## src/design/fgcc_pkg.sv

```systemverilog
// Shared types, constants and tables for the footprint grid collision check.
// Used by every module of the block but fgcc_ram; depends on nothing.
package fgcc_pkg;

  localparam int MAX_ROWS = 64;
  localparam int MAX_COLS = 64;
  localparam int ROW_W = $clog2(MAX_ROWS);
  localparam int COL_W = $clog2(MAX_COLS);
  localparam int ADDR_W = ROW_W + COL_W;
  localparam int CELLS = MAX_ROWS * MAX_COLS;
  localparam int CORDIC_STEPS = 14;
  localparam int CORDIC_START = 39797;
  localparam int QDEPTH = 2;
  localparam int IN_DATA_W = 80;
  localparam int OUT_DATA_W = 8;

  // func codes
  localparam logic FUNC_WRITE = 1'b0;
  localparam logic FUNC_QUERY = 1'b1;

  // register indexes (byte address / 4)
  localparam logic [2:0] REG_ORIGIN_X = 3'd0;
  localparam logic [2:0] REG_ORIGIN_Y = 3'd1;
  localparam logic [2:0] REG_CELL_EDGE = 3'd2;
  localparam logic [2:0] REG_HALF_WIDTH = 3'd3;
  localparam logic [2:0] REG_AXLE = 3'd4;
  localparam logic [2:0] REG_ROWS = 3'd5;
  localparam logic [2:0] REG_COLS = 3'd6;

  typedef struct packed {
    logic              is_query;
    logic [5:0]        cell_row;
    logic [5:0]        cell_col;
    logic              cell_busy;
    logic signed [23:0] pos_x;
    logic signed [23:0] pos_y;
    logic [15:0]       heading;
  } item_t;

  typedef struct packed {
    logic signed [23:0] origin_x;
    logic signed [23:0] origin_y;
    logic [15:0]        cell_edge;
    logic [15:0]        half_car_width;
    logic [15:0]        axle_spacing;
    logic [6:0]         rows_in_use;
    logic [6:0]         cols_in_use;
  } cfg_t;

  // CORDIC arctangent steps, 65536 = full turn
  function automatic logic [13:0] atan_step(input logic [3:0] i);
    logic [13:0] v;
    case (i)
      4'd0:  v = 14'd8192;
      4'd1:  v = 14'd4836;
      4'd2:  v = 14'd2555;
      4'd3:  v = 14'd1297;
      4'd4:  v = 14'd651;
      4'd5:  v = 14'd326;
      4'd6:  v = 14'd163;
      4'd7:  v = 14'd81;
      4'd8:  v = 14'd41;
      4'd9:  v = 14'd20;
      4'd10: v = 14'd10;
      4'd11: v = 14'd5;
      4'd12: v = 14'd3;
      4'd13: v = 14'd1;
      default: v = 14'd0;
    endcase
    return v;
  endfunction

endpackage

```

## src/design/fgcc_front.sv

```systemverilog
// Input side: accepts stream requests, decodes them and holds them in a short queue.
// Depends on fgcc_pkg.
module fgcc_front import fgcc_pkg::*; (
  input  logic                 clk_i,
  input  logic                 rst_ni,
  input  logic                 run_i,
  input  logic                 s_axis_tvalid,
  output logic                 s_axis_tready,
  // [5:0] cell_row, [11:6] cell_col, [12] cell_busy, [36:13] pos_x,
  // [60:37] pos_y, [76:61] heading, [79:77] zero
  input  logic [IN_DATA_W-1:0] s_axis_tdata,
  // [0] func
  input  logic [0:0]           s_axis_tuser,
  output item_t                head_o,
  output logic                 head_valid_o,
  input  logic                 pop_i
);

  localparam int PW = $clog2(QDEPTH);

  item_t           slot_q [QDEPTH];
  logic [PW-1:0]   wp_q, rp_q;
  logic [PW:0]     cnt_q;
  item_t           dec;
  logic            push;

  always_comb begin
    dec.is_query  = (s_axis_tuser[0] == FUNC_QUERY);
    dec.cell_row  = s_axis_tdata[5:0];
    dec.cell_col  = s_axis_tdata[11:6];
    dec.cell_busy = s_axis_tdata[12];
    dec.pos_x     = s_axis_tdata[36:13];
    dec.pos_y     = s_axis_tdata[60:37];
    dec.heading   = s_axis_tdata[76:61];
  end

  assign s_axis_tready = run_i && (cnt_q != (PW+1)'(QDEPTH));
  assign push          = s_axis_tvalid && s_axis_tready;
  assign head_o        = slot_q[rp_q];
  assign head_valid_o  = (cnt_q != '0);

  always_ff @(posedge clk_i or negedge rst_ni) begin
    if (!rst_ni) begin
      wp_q  <= '0;
      rp_q  <= '0;
      cnt_q <= '0;
    end else begin
      if (push) begin
        wp_q <= wp_q + 1'b1;
      end
      if (pop_i) begin
        rp_q <= rp_q + 1'b1;
      end
      case ({push, pop_i})
        2'b10:   cnt_q <= cnt_q + 1'b1;
        2'b01:   cnt_q <= cnt_q - 1'b1;
        default: cnt_q <= cnt_q;
      endcase
    end
  end

  always_ff @(posedge clk_i) begin
    if (push) begin
      slot_q[wp_q] <= dec;
    end
  end

endmodule

```

## config.mk

```make
export PLATFORM = sky130hd
export DESIGN_NAME = fgcc_front
export DESIGN_NICKNAME = d
export VERILOG_FILES = /design/src/design/fgcc_pkg.sv /design/src/design/fgcc_front.sv
export SDC_FILE = /design/constraint.sdc
export NUM_CORES = 1
export LEC_CHECK = 0
export ABC_AREA = 0
export BUFFER_PORTS_ARGS = -buffer_cell sky130_fd_sc_hd__buf_2
export CAP_MARGIN = 20
export CORE_MARGIN = 2
export CORE_UTILIZATION = 55
export DETAILED_ROUTE_END_ITERATION = 16
export GPL_ROUTABILITY_DRIVEN = 0
export GPL_TIMING_DRIVEN = 0
export PLACE_DENSITY = 0.84
export SLEW_MARGIN = 5
export SYNTH_ARGS = -nofsm -noshare
export SYNTH_HDL_FRONTEND = slang
export SYNTH_SLANG_ARGS = --single-unit
```

## constraint.sdc

```tcl
create_clock -name clk_i -period 6.95 [get_ports clk_i]
set_clock_uncertainty 0.05 [all_clocks]
set_input_delay 1.39 -clock clk_i [delete_from_list [all_inputs] [get_ports clk_i]]
set_output_delay 1.39 -clock clk_i [all_outputs]
set_load 0.05 [all_outputs]
```

-- Yosys cells after proc, flatten, opt, wreduce, memory -nomap -nowiden
Memories as Yosys holds them, arrays and structs flattened.
Cells that the tools add are included.
- bits in registers: 4
- bits in writable memories: 156
- word-level logic and storage cells: 18
- memories kept: 1
- memories (memory ; depth ; bits a word ; read ports ; clocked after Yosys merged registers in ; write ports ; RTL line ; text):
    slot_q ; 2 ; 78 ; 1 ; 0 ; 1 ; fgcc_front.sv:21 ; item_t slot_q [QDEPTH];
- add/sub/neg operators: 4
- equal/unequal tests: 3
- multiplexer cells: 3
- reduce and logical (&&, ||, !) cells: 4
- operators with widths (operator ; count):
    $pmux W2 S2 ; 1
    $reduce_bool A2 Y1 ; 2
    $add A1 B1 Y1 const B ; 2
    $add A2 B1 Y2 const B ; 1
    $eq A2 B1 Y1 const B ; 1
    $eq A2 B2 Y1 const B ; 1
    $logic_and A1 B1 Y1 ; 2
    $mux W1 ; 2
    $ne A2 B2 Y1 const B ; 1
    $sub A2 B1 Y2 const B ; 1

-- Depth between registers and ports, before layout
Gate-level depths: netlist of the first run.
- depth in word-level cells: 5
- depth in mapped cells: 6
- gate-level depth less buffers: 6

-- Worst setup path before layout of the first run
OpenSTA, ideal clock, no wires.
- path type: input to register
- start: input s_axis_tvalid
- end: memory slot_q[0][0] in the netlist's numbering (enable)
- library setup time: 0.515 ns
- arrival: 4.811 ns
- required time: 6.385 ns
- slack: 1.574 ns
- cell stages on the path: 2
- cells stage by stage: nand3_1 > nor2_1
- longest elaborated chain between the ends: 3
- RTL lines (element ; RTL line ; text):
    from (decl) ; fgcc_front.sv:7 ; input logic s_axis_tvalid,
    $logic_and A1 B1 Y1 ; fgcc_front.sv:38 ; assign push = s_axis_tvalid && s_axis_tready;
    $mux W1 ; fgcc_front.sv:63 ; if (push) begin
    $mux W1 (not written as such) ; fgcc_front.sv:64 ; slot_q[wp_q] <= dec;
    to (decl) ; fgcc_front.sv:21 ;
Every way passes these cells.

==> reports/metrics.yaml, run 1 <==
global_routing:
  use_met2: 0.337
  grt_overflow: 0
  grt_max_degree: 33
  antenna_found_initial: 0
  use_met3: 0.0517
  grt_pass1_vias: 3202
  grt_pass1_wl_um: 15600
  top_usage_layer: "met2"
  track_usage: 0.187
  met1_usage: 0.203
clock_network:
  cts_resized: 0
  clk_latency_ps: 520
  cts-root-buf: "clkbuf_8"
  cts_tree: "built"
  cts.clk_slew.worst_paths_ps: 60
  cts_max_level: 4
  post-cts-setup-buffer-count: 0
  cts_hold_buf: 0
  cts.sinks: 160
  cts_max_path_buffers: 2
  cts_inserted_buffers: 17
logic_synthesis:
  synth-compound-area-share: 0
  synth_xor_area_frac: 0.00747
  synth-seq-cells: 160
  synth-simple-area-share: 0.00598
  syn_area_per_cell_um2: 22.4
  synthMuxAreaShare: 0.156
  synth_top_family_by_area: "multiplexers"
  yosysSeqAreaShare: 0.817
  netlist_instances: 261
  netlist_area_um2: 5860
  synth-adder-area-share: 0.00214
  yosys_warnings: 0
  synth_cell_types: 15
  syn_nets: 348
final_layout:
  layout_commonest_cell: "buf_2"
  instances_no_fill: 595
  fill_cells: 655
  fin_nets: 533
  synthToLayoutAreaGrowth_pct: 27.5
  diodes: 0
  final_core_util: 0.724
  final_cell_mix: "168 x buf_2, 156 x edfxtp_1, 68 x mux2_2"
  drive_gt1_frac: 0.617
status:
  outcome: "complete, no violations"
die:
  die_w_um: 107
  die_h_um: 107
  start_util: 0.568
  row_count: 37
  core_area_um2: 10300
  num_io_pins: 166
  dieArea_um2: 11500
timing:
  setup_viol: 0
  layout_setup_ws_ps: 3650
  slew_headroom: 0.556
  period_share: 0.475
  layout_min_cycle_time_ps: 3300
  drv_slew: 0
  clock.fmax_ghz: 0.303
  rsz0062_at_grt: "false"
  hold_violations: 0
  worst_pin_slew_ps: 665
setup_path:
  r2r_setup_slack_ps: 4640
  cp.required_ps: 5510
  path_max_fanout: 10
  critPathCaptureType: "output pin"
  critPathKind: "reg -> out"
  cp.arrival_ps: 1860
  startpoint_type: "flip-flop"
drt:
  dr_total_vias: 3032
  post-route-drc-count: 0
  drt_iter0_drc: 135
  wire_per_inst_um: 17.6
  drt_wl_total_um: 10500
  final_antenna_net_count: 0
  dr.pass1.iters: 4
  vias_per_cell: 5.10
placed_design:
  post-place-ws_ps: 3690
  placed_cells: 563
  hpwl_um: 7350
  port_buffers: 162
run:
  maxCapViolations: 0
worst_hold_path:
  holdCritPathClass: "reg -> reg"
power:
  cellLeakagePower_nw: 2.82
  p_per_area_nw_per_um2: 449
  power_w: 0.00335
  vdd_drop_max_uv: 274
-- synth_stat cells --
cell type / instances / share of area
edfxtp_1: 156 / 0.80
dfrtp_1: 4 / 0.017
nand3_1: 1 / 0.00085
ha_1: 1 / 0.0021
xnor2_1: 3 / 0.0045
nor2_1: 3 / 0.0019
and2_1: 1 / 0.0011
buf_2: 6 / 0.0051
buf_6: 3 / 0.0058
or2_2: 1 / 0.0011
nand2b_1: 1 / 0.0011
xor2_1: 2 / 0.0030
inv_1: 1 / 0.00064
mux2_2: 68 / 0.13
mux2_4: 10 / 0.026
-- state kept, by name (all words and copies together), names as in the netlist --
| signal | cells |
|---|---|
| slot_q | 156 |
| wp_q | 1 |
| cnt_q | 2 |
| rp_q | 1 |
-- path summary, 6_finish.rpt --
kind	from	end	depth (start not counted)
worst max-delay path	rp_q	head_o[49]	5
worst min-delay path	cnt_q[1]	cnt_q[1]	1
worst max register to register	cnt_q[0]	slot_q[1][31]	5
worst min register to register	cnt_q[1]	cnt_q[1]	1
max in group asynchronous	rst_ni	wp_q	1
min in group asynchronous	rst_ni	cnt_q[1]	1
-- report_power, final --
group | total (W) | switching, W | internal [W]
Sequential | 0.00124 | 0.0000348 | 0.00120
Clock | 0.000827 | 0.000351 | 0.000476
Combinational | 0.00129 | 0.000903 | 0.000387
Total | 0.00335 | 0.00129 | 0.00206
-- stage by stage --
step	setup TNS (ps)	hold WS (ps)	area, um^2
floorplan	0	406	5860
global placement	-29660	421	6840
detailed placement	0	437	6940
CTS	0	451	7470
global route	0	467	7470
finish	0	448	7470
-- critical path, cell delays in order, from the launching register on --
cell	delay (ps)
dfrtp_1	340
buf_6	130
buf_6	150
buf_6	190
mux2_4	320
buf_2	210
-- per-layer routing --
metal	vias up	wire [um]
met5	-	0
met4	0	179
met3	15	509
met2	103	5890
met1	1510	3900
li1	1404	-
-- final cells by class --
class | instances | area [um^2] | share of cell area
Timing Repair Buffer | 166 | 891 | 0.119
Tap cell | 136 | 170 | 0.0228
Inverter | 1 | 3.75 | 0.000502
Sequential cell | 160 | 4780 | 0.640
Clock buffer | 20 | 425 | 0.0569
Clock inverter | 12 | 111 | 0.0149
Buffer | 9 | 63.8 | 0.00854
Multi-Input combinational cell | 91 | 1020 | 0.137
-- cells by family after synthesis --
group / Yosys count
flip-flops: 160
multiplexers: 78
buffers and inverters: 10
AND/OR/NAND/NOR: 7
XOR/XNOR: 5
adder cells (fa/ha/maj): 1
Power figures use the tool's default switching activity.
==> inputs of run 2 (changes only) <==
--- a/config.mk
+++ b/config.mk
@@ -9,11 +9,11 @@
 export BUFFER_PORTS_ARGS = -buffer_cell sky130_fd_sc_hd__buf_2
 export CAP_MARGIN = 20
 export CORE_MARGIN = 2
-export CORE_UTILIZATION = 55
+export CORE_UTILIZATION = 51
 export DETAILED_ROUTE_END_ITERATION = 16
 export GPL_ROUTABILITY_DRIVEN = 0
 export GPL_TIMING_DRIVEN = 0
-export PLACE_DENSITY = 0.84
+export PLACE_DENSITY = 0.78
 export SLEW_MARGIN = 5
 export SYNTH_ARGS = -nofsm -noshare
 export SYNTH_HDL_FRONTEND = slang
==> constraint.sdc (replaced) <==
create_clock -name clk_i -period 3.3 [get_ports clk_i]
set_clock_uncertainty 0.05 [all_clocks]
set_input_delay 0.66 -clock clk_i [delete_from_list [all_inputs] [get_ports clk_i]]
set_output_delay 0.66 -clock clk_i [all_outputs]
set_load 0.05 [all_outputs]
==> run 2 against run 1 <==
Net effect: global-route usage is 1.7 points lower; register-to-register slack worse by 3400 ps; wire length is 4.6% lower; cell count is 1.7% higher; sequential power is 110% higher; core utilization is 5.4 points lower; critical path type unchanged; largest power group unchanged.
==> reports/metrics.yaml, run 2 (synthesis gave the netlist of run 1 again) <==
run:
  maxCapViolations: 0  # unchanged
die:
  core_area_um2: 11300  # +9.7%
  start_util: 0.518  # -0.0500
  die_w_um: 111  # +3.7%
  dieArea_um2: 12400  # +7.5%
  row_count: 39  # +5.4%
  num_io_pins: 166  # unchanged
  die_h_um: 111  # +3.7%
setup_path:
  crit_chain: "buf_6, buf_6, buf_6, mux2_4, buf_2"
  crit_buf_inv: 4  # unchanged
  cp.arrival_ps: 1770  # -90 ps
  startpoint_type: "flip-flop"
  slowest_stage: "dfrtp_1"
  cp.required_ps: 2590  # -2920 ps
  crit_start: "rp_q"
  path_common_cell: "buf_6"
  r2r_setup_slack_ps: 1230  # -3410 ps
  critPathTopFamily: "buffers and inverters"
  path_max_fanout: 10  # unchanged
  critPathCaptureType: "output pin"
  max_stage_delay_ps: 330  # about the same
  reg2reg_from: "cnt_q[0]"
  critPathKind: "reg -> out"
final_layout:
  instances_no_fill: 605  # +1.7%
  largest_reg_flops: 156  # unchanged
  reg.largest.list: "slot_q (156), cnt_q (2)"
  layout_commonest_cell: "buf_2"
  fin_nets: 536  # +0.56%
  drive_gt1_frac: 0.618  # +0.00166
  final_cell_mix: "168 x buf_2, 156 x edfxtp_1, 68 x mux2_2"
  final_core_util: 0.670  # -0.0541
  synthToLayoutAreaGrowth_pct: 29.4
  regMostFlops: "slot_q"
  fill_cells: 823  # +26%
drt:
  dr_total_vias: 3015  # -0.56%
  wl_met3_um: 601  # +18%
  met2_length_um: 5090  # -14%
  highest_layer: "met4"
  dr.pass1.iters: 4  # unchanged
  final_antenna_net_count: 0  # unchanged
  wire_per_inst_um: 16.5  # -6.2%
  post-route-drc-count: 0  # unchanged
  met1Wirelength_um: 4070  # +4.4%
  vias_per_cell: 4.98  # -2.2%
  drt_wl_total_um: 9990  # -4.6%
  drt_iter0_drc: 123  # -8.9%
power:
  vdd_drop_max_uv: 533  # +95%
  cellLeakagePower_nw: 2.87  # +1.6%
  p_per_area_nw_per_um2: 944  # +110%
clock_network:
  cts_max_level: 4  # unchanged
  post-cts-setup-buffer-count: 0  # unchanged
  cts.clk_slew.worst_paths_ps: 60  # about the same
  cts_resized: 0  # unchanged
  cts_max_path_buffers: 2  # unchanged
  cts-root-buf: "clkbuf_16"
  cts_tree: "built"
  cts_inserted_buffers: 17  # unchanged
  clk_latency_ps: 410  # -110 ps
  cts.sinks: 160  # unchanged
status:
  outcome: "complete, no violations"
timing:
  hold_violations: 0  # unchanged
  layout_min_cycle_time_ps: 2480
  rsz0062_at_grt: "false"
  period_share: 0.753
  drv_slew: 0  # unchanged
  clock.fmax_ghz: 0.403
  setup_viol: 0  # unchanged
  worst_pin_slew_ps: 640  # -25.0 ps
  slew_headroom: 0.573  # +0.0167
placed_design:
  placed_cells: 572  # +1.6%
  hpwl_um: 6880  # -6.4%
  port_buffers: 162  # unchanged
global_routing:
  grt_max_degree: 25  # -24%
  grt_pass1_wl_um: 16000  # +2.6%
  antenna_found_initial: 1  # +1
  track_usage: 0.170  # -0.0170
  grt_overflow: 0  # unchanged
  grt_pass1_vias: 3288  # +2.7%
worst_hold_path:
  hold_path_startpoint: "s_axis_tdata[25]"
  holdCritPathClass: "in -> reg"
-- run 2: changes by cell type in the layout (fill, tap and decap cells not counted), moves of 2 or more --
cell / delta
buf_12: -2
buf_16: +4
clkinv_2: +3
inv_6: -3
-- run 2: routing by layer --
| metal | track usage | up-vias |
|---|---|---|
| met2 | 0.285 | 116 |
| li1 | - | 1407 |
| met5 | 0 | - |
| met4 | 0.0864 | 0 |
| met3 | 0.0508 | 18 |
| met1 | 0.200 | 1474 |
-- run 2: through the flow --
step	worst slack, ps	power, W	instance area, um^2	setup TNS (ps)	hold WS (ps)
finish	816	0.00715	7580	0	388
detailed placement	1010	0.00542	7010	0	417
global route	733	0.00744	7580	0	371
floorplan	-62.3	0.00479	5860	-9700	314
global placement	-1290	0.00533	6850	-200310	415
CTS	778	0.00724	7580	0	373
-- run 2: final timing paths --
kind | cells past startpoint | to
min reg2reg | 1 | cnt_q[1]
max reg2reg | 4 | slot_q[0][72]
max in group asynchronous | 2 | cnt_q[1]
min in group asynchronous | 2 | cnt_q[0]
min | 1 | slot_q[1][52]
max | 5 | head_o[49]
-- run 2: what timing repair did --
action	4_1_cts	5_1_grt
endpoints found under the hold margin	4	0
hold buffers	1	0
endpoints found under the setup margin	0	0
-- run 2: report_power, final --
part / switching [W] / internal, W
clock: 0.000704 / 0.00110
sequential: 0.0000711 / 0.00253
combinational: 0.00190 / 0.000844
-- run 2: final cells by class --
| cell class | instances | area, um^2 | share of cell area |
|---|---|---|---|
| Sequential cell | 160 | 4780 | 0.631 |
| Multi-Input combinational cell | 91 | 1020 | 0.135 |
| Timing Repair Buffer | 169 | 971 | 0.128 |
| Clock buffer | 20 | 437 | 0.0576 |
| Tap cell | 143 | 179 | 0.0236 |
| Clock inverter | 11 | 118 | 0.0155 |
| Buffer | 9 | 63.8 | 0.00842 |
| Inverter | 1 | 3.75 | 0.000495 |
| Antenna cell | 1 | 2.50 | 0.000330 |
